--- src/hdl/noc_pkg.sv ---
package noc_pkg;

	typedef enum logic [1:0] {
		OP_CHAR,
		OP_END,
		OP_READ,
		OP_CLEAR
	} op_t;

	typedef struct packed {
		op_t        op;
		logic [7:0] char_code;
		logic [9:0] entry_index;
		logic [4:0] char_position;
	} req_t;

	typedef struct packed {
		logic valid;
		logic ready;
	} hs_t;

	typedef enum logic [1:0] {
		BK_IDLE,
		BK_SEARCH,
		BK_HIT,
		BK_READ
	} bk_state_t;

	localparam logic [2:0] ST_COUNTED   = 3'd0;
	localparam logic [2:0] ST_INSERTED  = 3'd1;
	localparam logic [2:0] ST_EMPTY     = 3'd2;
	localparam logic [2:0] ST_FULL      = 3'd3;
	localparam logic [2:0] ST_READ_OK   = 3'd4;
	localparam logic [2:0] ST_READ_NONE = 3'd5;
	localparam logic [2:0] ST_CHAR      = 3'd6;
	localparam logic [2:0] ST_CLEARED   = 3'd7;

endpackage

--- src/hdl/noc_if.sv ---
interface noc_req_if;
	logic       valid;
	logic       ready;
	logic [1:0] req_type;
	logic [7:0] char_code;
	logic [9:0] entry_index;
	logic [4:0] char_position;

	modport source (output valid, req_type, char_code, entry_index, char_position,
		input ready);
	modport sink (input valid, req_type, char_code, entry_index, char_position,
		output ready);
endinterface


--- src/hdl/noc_front.sv ---
module noc_front (
	input  logic          clk,
	input  logic          arst_n,
	noc_req_if.sink       req,
	output noc_pkg::hs_t  q_hs_o,
	input  logic          q_ready,
	output noc_pkg::req_t q_data
);
	import noc_pkg::*;

	req_t       fifo_q [2];
	logic       wr_ptr_q;
	logic       rd_ptr_q;
	logic [1:0] fill_q;
	logic       push;
	logic       pop;
	req_t       item;

	always_comb begin
		item.op            = op_t'(req.req_type);
		item.char_code     = req.char_code;
		item.entry_index   = req.entry_index;
		item.char_position = req.char_position;
	end

	assign req.ready    = (fill_q != 2'd2);
	assign push         = req.valid && req.ready;
	assign q_hs_o.valid = (fill_q != 2'd0);
	assign q_hs_o.ready = q_ready;
	assign pop          = q_hs_o.valid && q_ready;
	assign q_data       = fifo_q[rd_ptr_q];

	always_ff @(posedge clk) begin
		if (push) begin
			fifo_q[wr_ptr_q] <= item;
		end
	end

	always_ff @(posedge clk or negedge arst_n) begin
		if (!arst_n) begin
			wr_ptr_q <= 1'b0;
			rd_ptr_q <= 1'b0;
			fill_q   <= 2'd0;
		end else begin
			if (push) begin
				wr_ptr_q <= ~wr_ptr_q;
			end
			if (pop) begin
				rd_ptr_q <= ~rd_ptr_q;
			end
			fill_q <= fill_q + 2'(push) - 2'(pop);
		end
	end
endmodule

--- src/flat_wrapper.sv ---
// flat-port wrapper written by rule: the top's interface ports become plain ports
module noc_front_flat import noc_pkg::*;
  (clk, arst_n, q_hs_o, q_ready, q_data, req_valid, req_req_type, req_char_code, req_entry_index, req_char_position, req_ready);
  noc_req_if req_i ();
  input  logic clk;
  input  logic arst_n;
  output noc_pkg::hs_t q_hs_o;
  input  logic q_ready;
  output noc_pkg::req_t q_data;
  input wire logic [$bits(req_i.valid)-1:0] req_valid;
  input wire logic [$bits(req_i.req_type)-1:0] req_req_type;
  input wire logic [$bits(req_i.char_code)-1:0] req_char_code;
  input wire logic [$bits(req_i.entry_index)-1:0] req_entry_index;
  input wire logic [$bits(req_i.char_position)-1:0] req_char_position;
  output wire logic [$bits(req_i.ready)-1:0] req_ready;
  assign req_i.valid = req_valid;
  assign req_i.req_type = req_req_type;
  assign req_i.char_code = req_char_code;
  assign req_i.entry_index = req_entry_index;
  assign req_i.char_position = req_char_position;
  assign req_ready = req_i.ready;
  noc_front u_core (.clk(clk), .arst_n(arst_n), .req(req_i), .q_hs_o(q_hs_o), .q_ready(q_ready), .q_data(q_data));
endmodule
--- config.mk ---
export PLATFORM = sky130hd
export DESIGN_NAME = noc_front_flat
export DESIGN_NICKNAME = d
export VERILOG_FILES = /design/src/hdl/noc_pkg.sv /design/src/hdl/noc_if.sv /design/src/hdl/noc_front.sv /design/src/flat_wrapper.sv
export SDC_FILE = /design/constraint.sdc
export NUM_CORES = 1
export LEC_CHECK = 0
export BUFFER_PORTS_ARGS = -buffer_cell sky130_fd_sc_hd__buf_2
export CORE_UTILIZATION = 45
export DETAILED_ROUTE_END_ITERATION = 10
export PLACE_DENSITY = 0.75
export SETUP_SLACK_MARGIN = 0.1
export SLEW_MARGIN = 40
export SYNTH_ARGS = -nofsm -noshare
export SYNTH_HDL_FRONTEND = slang
export SYNTH_SLANG_ARGS = --single-unit
--- constraint.sdc ---
create_clock -name clk -period 1.9 [get_ports clk]
set_clock_uncertainty 0.05 [all_clocks]
set_input_delay 0.38 -clock clk [delete_from_list [all_inputs] [get_ports clk]]
set_output_delay 0.38 -clock clk [all_outputs]
set_load 0.02 [all_outputs]
==> flow_metrics.env, run 1 <==
export IMPL_outcome="complete, no violations"
export IMPL_grt_pass1_wl_um=4950
export IMPL_p_leak_nw=1.09
export IMPL_htreeDepth=2
export IMPL_globalRouteTotalUtil_pct=13.5
export IMPL_cts_max_path_buffers=2
export IMPL_vias=1046
export IMPL_layoutNonFillerInstCount=219
export IMPL_max_stage_delay_ns=0.46
export IMPL_synth_nets=129
export IMPL_arrival_ns=1.39
export IMPL_clockRootBuffer="clkbuf_8"
export IMPL_seq_area_frac_synth_pct=76.2
export IMPL_grt_max_degree=20
export IMPL_clock_sinks=54
export IMPL_syn2layout_area_growth_pct=27.3
export IMPL_start_kind="register"
export IMPL_num_rows=24
export IMPL_worst_endpoint_required_ns=1.47
export IMPL_hold_viol_final=0
export IMPL_hpwl_um=2330
export IMPL_clk_latency_ns=0.29
export IMPL_hp_class="in2reg"
export IMPL_synthesis_area_sq_mm=0.00210
export IMPL_crit_buf_inv=2
export IMPL_num_antenna_cells=0
export IMPL_tightest_slew_ns=0.262
export IMPL_cap_violations=0
export IMPL_path_clk_slew_ns=0.09
export IMPL_routedWlPerCell_um=14.7
export IMPL_die_w_um=70.3
export IMPL_gp_congestion=0.653
export IMPL_first_pass_iters=2
export IMPL_num_fill_cells=347
export IMPL_cts_buffers=5
export IMPL_synth_top_area_cell="edfxtp_1"
export IMPL_io_pins=57
export IMPL_slew_headroom_pct=82.5
export IMPL_path_max_fanout=9
export IMPL_core_area_sq_mm=0.00441
export IMPL_synth_warnings=0
export IMPL_grt_ovfl_total=0
export IMPL_netlist_area_leader_share_pct=71.4
export IMPL_start_util_pct=47.6
export IMPL_post_route_drc_count=0
export IMPL_ant_nets=0
export IMPL_fin_tns_setup_ns=0
export IMPL_setup_violations=0
export IMPL_synthCells=98
export IMPL_path_cells="clkbuf_16 > mux2_4 > buf_2"
export IMPL_placed_cells_incl_taps=207
export IMPL_drive_gt1_share_pct=58.7
export IMPL_ir_worst_vdd_mv=1.06
export IMPL_grt_pass1_vias=1106
export IMPL_yosysUniqueCellTypes=16
export IMPL_layout_nets=197
export IMPL_fin_crit_ns=1.82
export IMPL_cpLargestDelayFamily="flip-flops"
export IMPL_crit_type="reg2out"
export IMPL_dieArea_sq_mm=0.00495
export IMPL_die_y_um=70.3
export IMPL_antenna_found_initial=0
export IMPL_rsz0062_at_grt="yes"
export IMPL_drt_iter0_drc=64
export IMPL_power_density_mw_per_mm2=1580
export IMPL_fmax_ghz=0.550
export IMPL_yosys_top_cells_area="edfxtp_1 (71%), mux2_4 (14%), dfrtp_1 (4.8%), mux2_1 (3.2%), buf_6 (1.6%)"
export IMPL_finalWirelength_um=3230
export IMPL_numPortBuffers=56
export IMPL_cts_tree="built"
export IMPL_period_share_pct=95.8
export IMPL_vias_per_cell=4.78
export IMPL_end_kind="output port"
export IMPL_synth_area_per_cell_sq_um=21.4
export IMPL_synth_seq_cells=54
export IMPL_slew_viol_final=0
export IMPL_crit_path_top_delay_cell="dfrtp_2"
## metal layers
layer / share of wire [%] / global-route usage (%) / vias up
li1: - / - / 504
met2: 52 / 24.3 / 41
met3: 6.3 / 5.63 / 7
met1: 39 / 13.9 / 494
met4: 1.8 / 4.67 / 0
met5: 0 / 0 / -
## placed cells by master (no fill, tap or decap)
cell and n:
xor2_1 1, or2_1 1, nand2_1 1, buf_4 5, buf_2 55, clkinvlp_4 1, mux2_4 19, edfxtp_1 50
clkbuf_16 1, and3_1 1, clkbuf_1 1, mux2_1 5, xnor2_2 1, xnor2_1 2, inv_1 2, dlygate4sd3_1 1
dfrtp_2 1, buf_12 2, inv_2 1, nor2_4 1, clkbuf_8 5, and2_4 1, bufinv_16 1, buf_6 1
nand2b_1 1, ha_4 2, mux2_2 1, dfrtp_1 3
## repair_timing
item,4_1_cts,5_1_grt
setup buffers,1,1
hold endpoints to repair,4,0
hold buffers,1,0
cloned,0,1
pin swaps,1,5
endpoints found under the setup margin,25,26
gates resized for setup,1,8
## logic make-up (layout without fill, tap and decap cells)
| family | Yosys count | in the layout | share of synthesized area (%) |
|---|---|---|---|
| AND/OR/NAND/NOR | 6 | 6 | 1.67 |
| adder cells (fa/ha/maj) | 2 | 2 | 1.19 |
| buffers and inverters | 7 | 76 | 2.50 |
| XOR/XNOR | 4 | 4 | 1.67 |
| multiplexers | 25 | 25 | 16.8 |
| flip-flops | 54 | 54 | 76.2 |
## registers in the layout (all words and copies together), names as in the netlist
register         cells
u_core.wr_ptr_q      1
u_core.rd_ptr_q      1
u_core.fill_q        2
u_core.fifo_q       50
## final cells by class
| class | instances | area, sq um | share of cell area, % |
|---|---|---|---|
| clock buffers | 6 | 72.6 | 2.71 |
| clock inverters | 2 | 37.5 | 1.40 |
| inverters | 3 | 11.3 | 0.421 |
| multi-input cells | 37 | 488 | 18.2 |
| flip-flops and latches | 54 | 1600 | 59.9 |
| well taps | 52 | 65.1 | 2.43 |
| repair buffers | 65 | 399 | 14.9 |
## metrics by stage
stage	total power [mW]	setup WS (ns)	hold slack, ns	cell area (sq um)	utilization, %
5_1_grt	4.44	0.0169	0.202	2680	60.6
3_3_place_gp	3.32	0.248	0.137	2480	56.1
2_1_floorplan	2.91	0.143	0.0344	2110	-
6_report	4.24	0.0806	0.217	2680	60.6
3_5_place_dp	3.38	0.0679	0.142	2480	56.1
4_1_cts	4.15	0.0517	0.206	2610	59.2
## report_power, final
group	internal [mW]	leakage [nW]	total [mW]	switching, mW
sequential	1.63	0.510	1.73	0.0975
combinational	0.856	0.528	1.77	0.918
clock	0.393	0.0514	0.731	0.338
## synth_stat cells
| library cell | count |
|---|---|
| mux2_1 | 6 |
| dfrtp_1 | 4 |
| edfxtp_1 | 50 |
| nand2_1 | 1 |
| and3_1 | 1 |
| xor2_1 | 1 |
| nor2_1 | 1 |
| and2_4 | 1 |
| inv_1 | 3 |
| nand2b_1 | 1 |
| mux2_4 | 19 |
| ha_1 | 2 |
| xnor2_1 | 3 |
| or2_1 | 1 |
| buf_4 | 1 |
| buf_6 | 3 |
## path summary, 6_finish.rpt
check / startpoint / endpoint / slack, ns / cells past startpoint
hold reg to reg: u_core.wr_ptr_q$_DFFE_PN0P_ / u_core.wr_ptr_q$_DFFE_PN0P_ / 0.51 / 1
hold / removal: req_char_position[0] / u_core.fifo_q[0][0]$_DFFE_PP_ / 0.22 / 1
min in group asynchronous: arst_n / u_core.fill_q[0]$_DFF_PN0_ / 0.36 / 2
setup / recovery: u_core.rd_ptr_q$_DFFE_PN0P_ / q_data[20] / 0.08 / 3
setup reg to reg: u_core.fill_q[1]$_DFF_PN0_ / u_core.fill_q[1]$_DFF_PN0_ / 0.17 / 7
max in group asynchronous: arst_n / u_core.rd_ptr_q$_DFFE_PN0P_ / 1.30 / 2
Note: power is estimated with default switching activity, not from simulation.
==> inputs of run 2 (changes only) <==
--- a/config.mk
+++ b/config.mk
@@ -5,6 +5,7 @@
 export SDC_FILE = /design/constraint.sdc
 export NUM_CORES = 1
 export LEC_CHECK = 0
+export ABC_AREA = 1
 export BUFFER_PORTS_ARGS = -buffer_cell sky130_fd_sc_hd__buf_2
 export CORE_UTILIZATION = 45
 export DETAILED_ROUTE_END_ITERATION = 10
==> run 2 against run 1 <==
Final cell count increased by 27%. Synthesized cell count increased by 67%. Critical endpoint is now q_data[6]. Largest cell class unchanged. Area after synthesis decreased by 0.24%. Design area decreased by 4.4%.
==> flow_metrics.env, run 2 <==
export IMPL_outcome="complete, no violations"
export IMPL_synth_edf_count=50
export IMPL_yosys_top_cells_area="edfxtp_1 (72%), nand2_1 (15%), dfrtp_1 (4.8%), inv_1 (1.6%), buf_6 (1.6%)"
export IMPL_cts_max_path_buffers=2
export IMPL_synthesis_area_sq_mm=0.00210
export IMPL_syn2layout_area_growth_pct=22.0
export IMPL_power_internal_mw=2.52
export IMPL_power_frac_seq_pct=42.6
export IMPL_die_w_um=70.3
export IMPL_io_pins=57
export IMPL_synth_flop_cell="edfxtp_1"
export IMPL_vias_per_cell=4.62
export IMPL_rsz0062_at_grt="no"
export IMPL_start_util_pct=47.5
export IMPL_ir_worst_vdd_mv=0.660
export IMPL_p_leak_nw=1.16
export IMPL_routedWlPerCell_um=12.9
export IMPL_slew_viol_final=0
export IMPL_dieArea_sq_mm=0.00494
export IMPL_final_cell_mix="nand2_1 (83), buf_2 (56), edfxtp_1 (50)"
export IMPL_cts_tree="built"
export IMPL_final_common_cell="nand2_1"
export IMPL_p_switching_mw=1.54
export IMPL_synth_top_area_cell="edfxtp_1"
export IMPL_arrival_ns=1.29
export IMPL_tightest_slew_ns=0.272
export IMPL_clockRootBuffer="clkbuf_8"
export IMPL_synth_async_sr_flop_share_pct=7.41
export IMPL_fin_tns_setup_ns=0
export IMPL_gp_congestion=0.708
export IMPL_end_kind="output port"
export IMPL_reg_largest_list="u_core.fifo_q (50), u_core.fill_q (2)"
export IMPL_clock_sinks=54
export IMPL_setup_violations=0
export IMPL_layout_nets=257
export IMPL_power_density_mw_per_mm2=1590
export IMPL_yosysMostFrequentCell="nand2_1"
export IMPL_largest_reg_flops=50
export IMPL_switching_share_pct=37.9
export IMPL_drive_gt1_share_pct=32.6
export IMPL_slew_headroom_pct=81.9
export IMPL_path_clk_slew_ns=0.10
export IMPL_finalWirelength_um=3590
export IMPL_holdWs_ns=0.207
export IMPL_post_route_drc_count=0
export IMPL_seq_area_frac_synth_pct=76.4
export IMPL_p_clk_share_pct=18.3
export IMPL_vias=1290
export IMPL_post_cts_buffers=0
export IMPL_grt_max_degree=27
export IMPL_synth_seq_cells=54
export IMPL_clk_latency_ns=0.30
export IMPL_core_area_sq_mm=0.00441
export IMPL_grt_ovfl_total=0
export IMPL_globalRouteTotalUtil_pct=15.2
export IMPL_synthCells=164
export IMPL_synth_warnings=0
export IMPL_num_antenna_cells=0
export IMPL_cap_violations=0
export IMPL_start_kind="register"
export IMPL_num_rows=24
export IMPL_fin_crit_ns=1.72
export IMPL_numPortBuffers=56
export IMPL_hold_viol_final=0
export IMPL_netlist_area_leader_share_pct=71.6
export IMPL_hp_class="in2reg"
export IMPL_synth_nets=195
export IMPL_die_y_um=70.3
export IMPL_largest_register="u_core.fifo_q"
export IMPL_drt_iter0_drc=85
export IMPL_yosysUniqueCellTypes=12
export IMPL_first_pass_iters=4
export IMPL_period_share_pct=90.8
export IMPL_worst_endpoint_required_ns=1.47
export IMPL_ant_nets=0
export IMPL_grt_pass1_vias=1257
export IMPL_antenna_found_initial=0
export IMPL_fmax_ghz=0.580
export IMPL_grt_pass1_wl_um=5670
export IMPL_comb_power_share_pct=39.1
export IMPL_hpwl_um=2370
export IMPL_htreeDepth=2
export IMPL_synthTopCellsByCount="nand2_1 (83), edfxtp_1 (50), inv_1 (9)"
export IMPL_cts_buffers=5
export IMPL_synth_area_per_cell_sq_um=12.8
export IMPL_crit_type="reg2out"
export IMPL_path_max_fanout=21
[run 2: path summary, 6_finish.rpt]
path / start / to / slack (ns) / cells after the start
setup / recovery: u_core.rd_ptr_q$_DFFE_PN0P_ / q_data[6] / 0.18 / 4
hold / removal: req_entry_index[8] / u_core.fifo_q[0][13]$_DFFE_PP_ / 0.21 / 1
setup reg to reg: u_core.fill_q[1]$_DFF_PN0_ / u_core.fill_q[1]$_DFF_PN0_ / 0.44 / 10
hold reg to reg: u_core.wr_ptr_q$_DFFE_PN0P_ / u_core.wr_ptr_q$_DFFE_PN0P_ / 0.47 / 2
max in group asynchronous: arst_n / u_core.rd_ptr_q$_DFFE_PN0P_ / 1.30 / 2
min in group asynchronous: arst_n / u_core.fill_q[1]$_DFF_PN0_ / 0.36 / 2
[run 2: cells by family (layout without fill, tap and decap cells)]
family                   count (synthesis)  after routing  synth area share, %
flip-flops                              54             54                 76.4
AND/OR/NAND/NOR                         92             92                 17.2
adder cells (fa/ha/maj)                  2              2                 1.19
buffers and inverters                   16             79                 5.19
[run 2: per-layer routing]
layer	up-vias	share of wire (%)	track usage, %
li1	657	-	-
met1	592	46	19.0
met2	37	48	25.2
met3	4	5.3	4.62
met4	0	1.1	5.33
met5	-	0	0
[run 2: metrics by stage]
step | setup WS (ns) | utilization, % | total power [mW] | std cells | area, sq um
floorplan | 0.256 | - | 2.87 | 164 | 2100
global placement | 0.410 | 55.3 | 3.34 | 270 | 2440
detailed placement | 0.382 | 55.3 | 3.38 | 270 | 2440
CTS | 0.155 | 58.0 | 4.12 | 279 | 2560
global route | 0.102 | 58.0 | 4.31 | 279 | 2560
finish | 0.175 | 58.0 | 4.07 | 279 | 2560
[run 2: worst max-delay path: stages, from the launching register on]
cell and delay, ns:
dfrtp_2 0.50, buf_12 0.20, nand2_1 0.07, nand2_1 0.07, buf_2 0.16
[run 2: layout make-up]
cell class | instances | area, sq um
clock buffer | 6 | 72.6
clock inverter | 2 | 33.8
fill | 387 | 1860
inverter | 10 | 45.0
multi-input combinational | 94 | 394
sequential | 54 | 1600
tap | 52 | 65.1
timing repair buffer | 61 | 345
[run 2: timing repair]
| action | 4_1_cts | 5_1_grt |
|---|---|---|
| hold buffers | 1 | 0 |
| hold endpoints to repair | 4 | 0 |
| setup endpoints to repair | 22 | 0 |
| resized for setup | 1 | 0 |
[run 2: power groups by stage]
| stage | registers, mW | logic (mW) | clock network (mW) |
|---|---|---|---|
| 6_report | 1.73 | 1.59 | 0.744 |
| 5_1_grt | 1.76 | 1.76 | 0.799 |
| 4_1_cts | 1.73 | 1.62 | 0.758 |
| 3_5_place_dp | 1.76 | 1.62 | 0 |
| 3_3_place_gp | 1.75 | 1.59 | 0 |
| 2_1_floorplan | 1.71 | 1.16 | 0 |
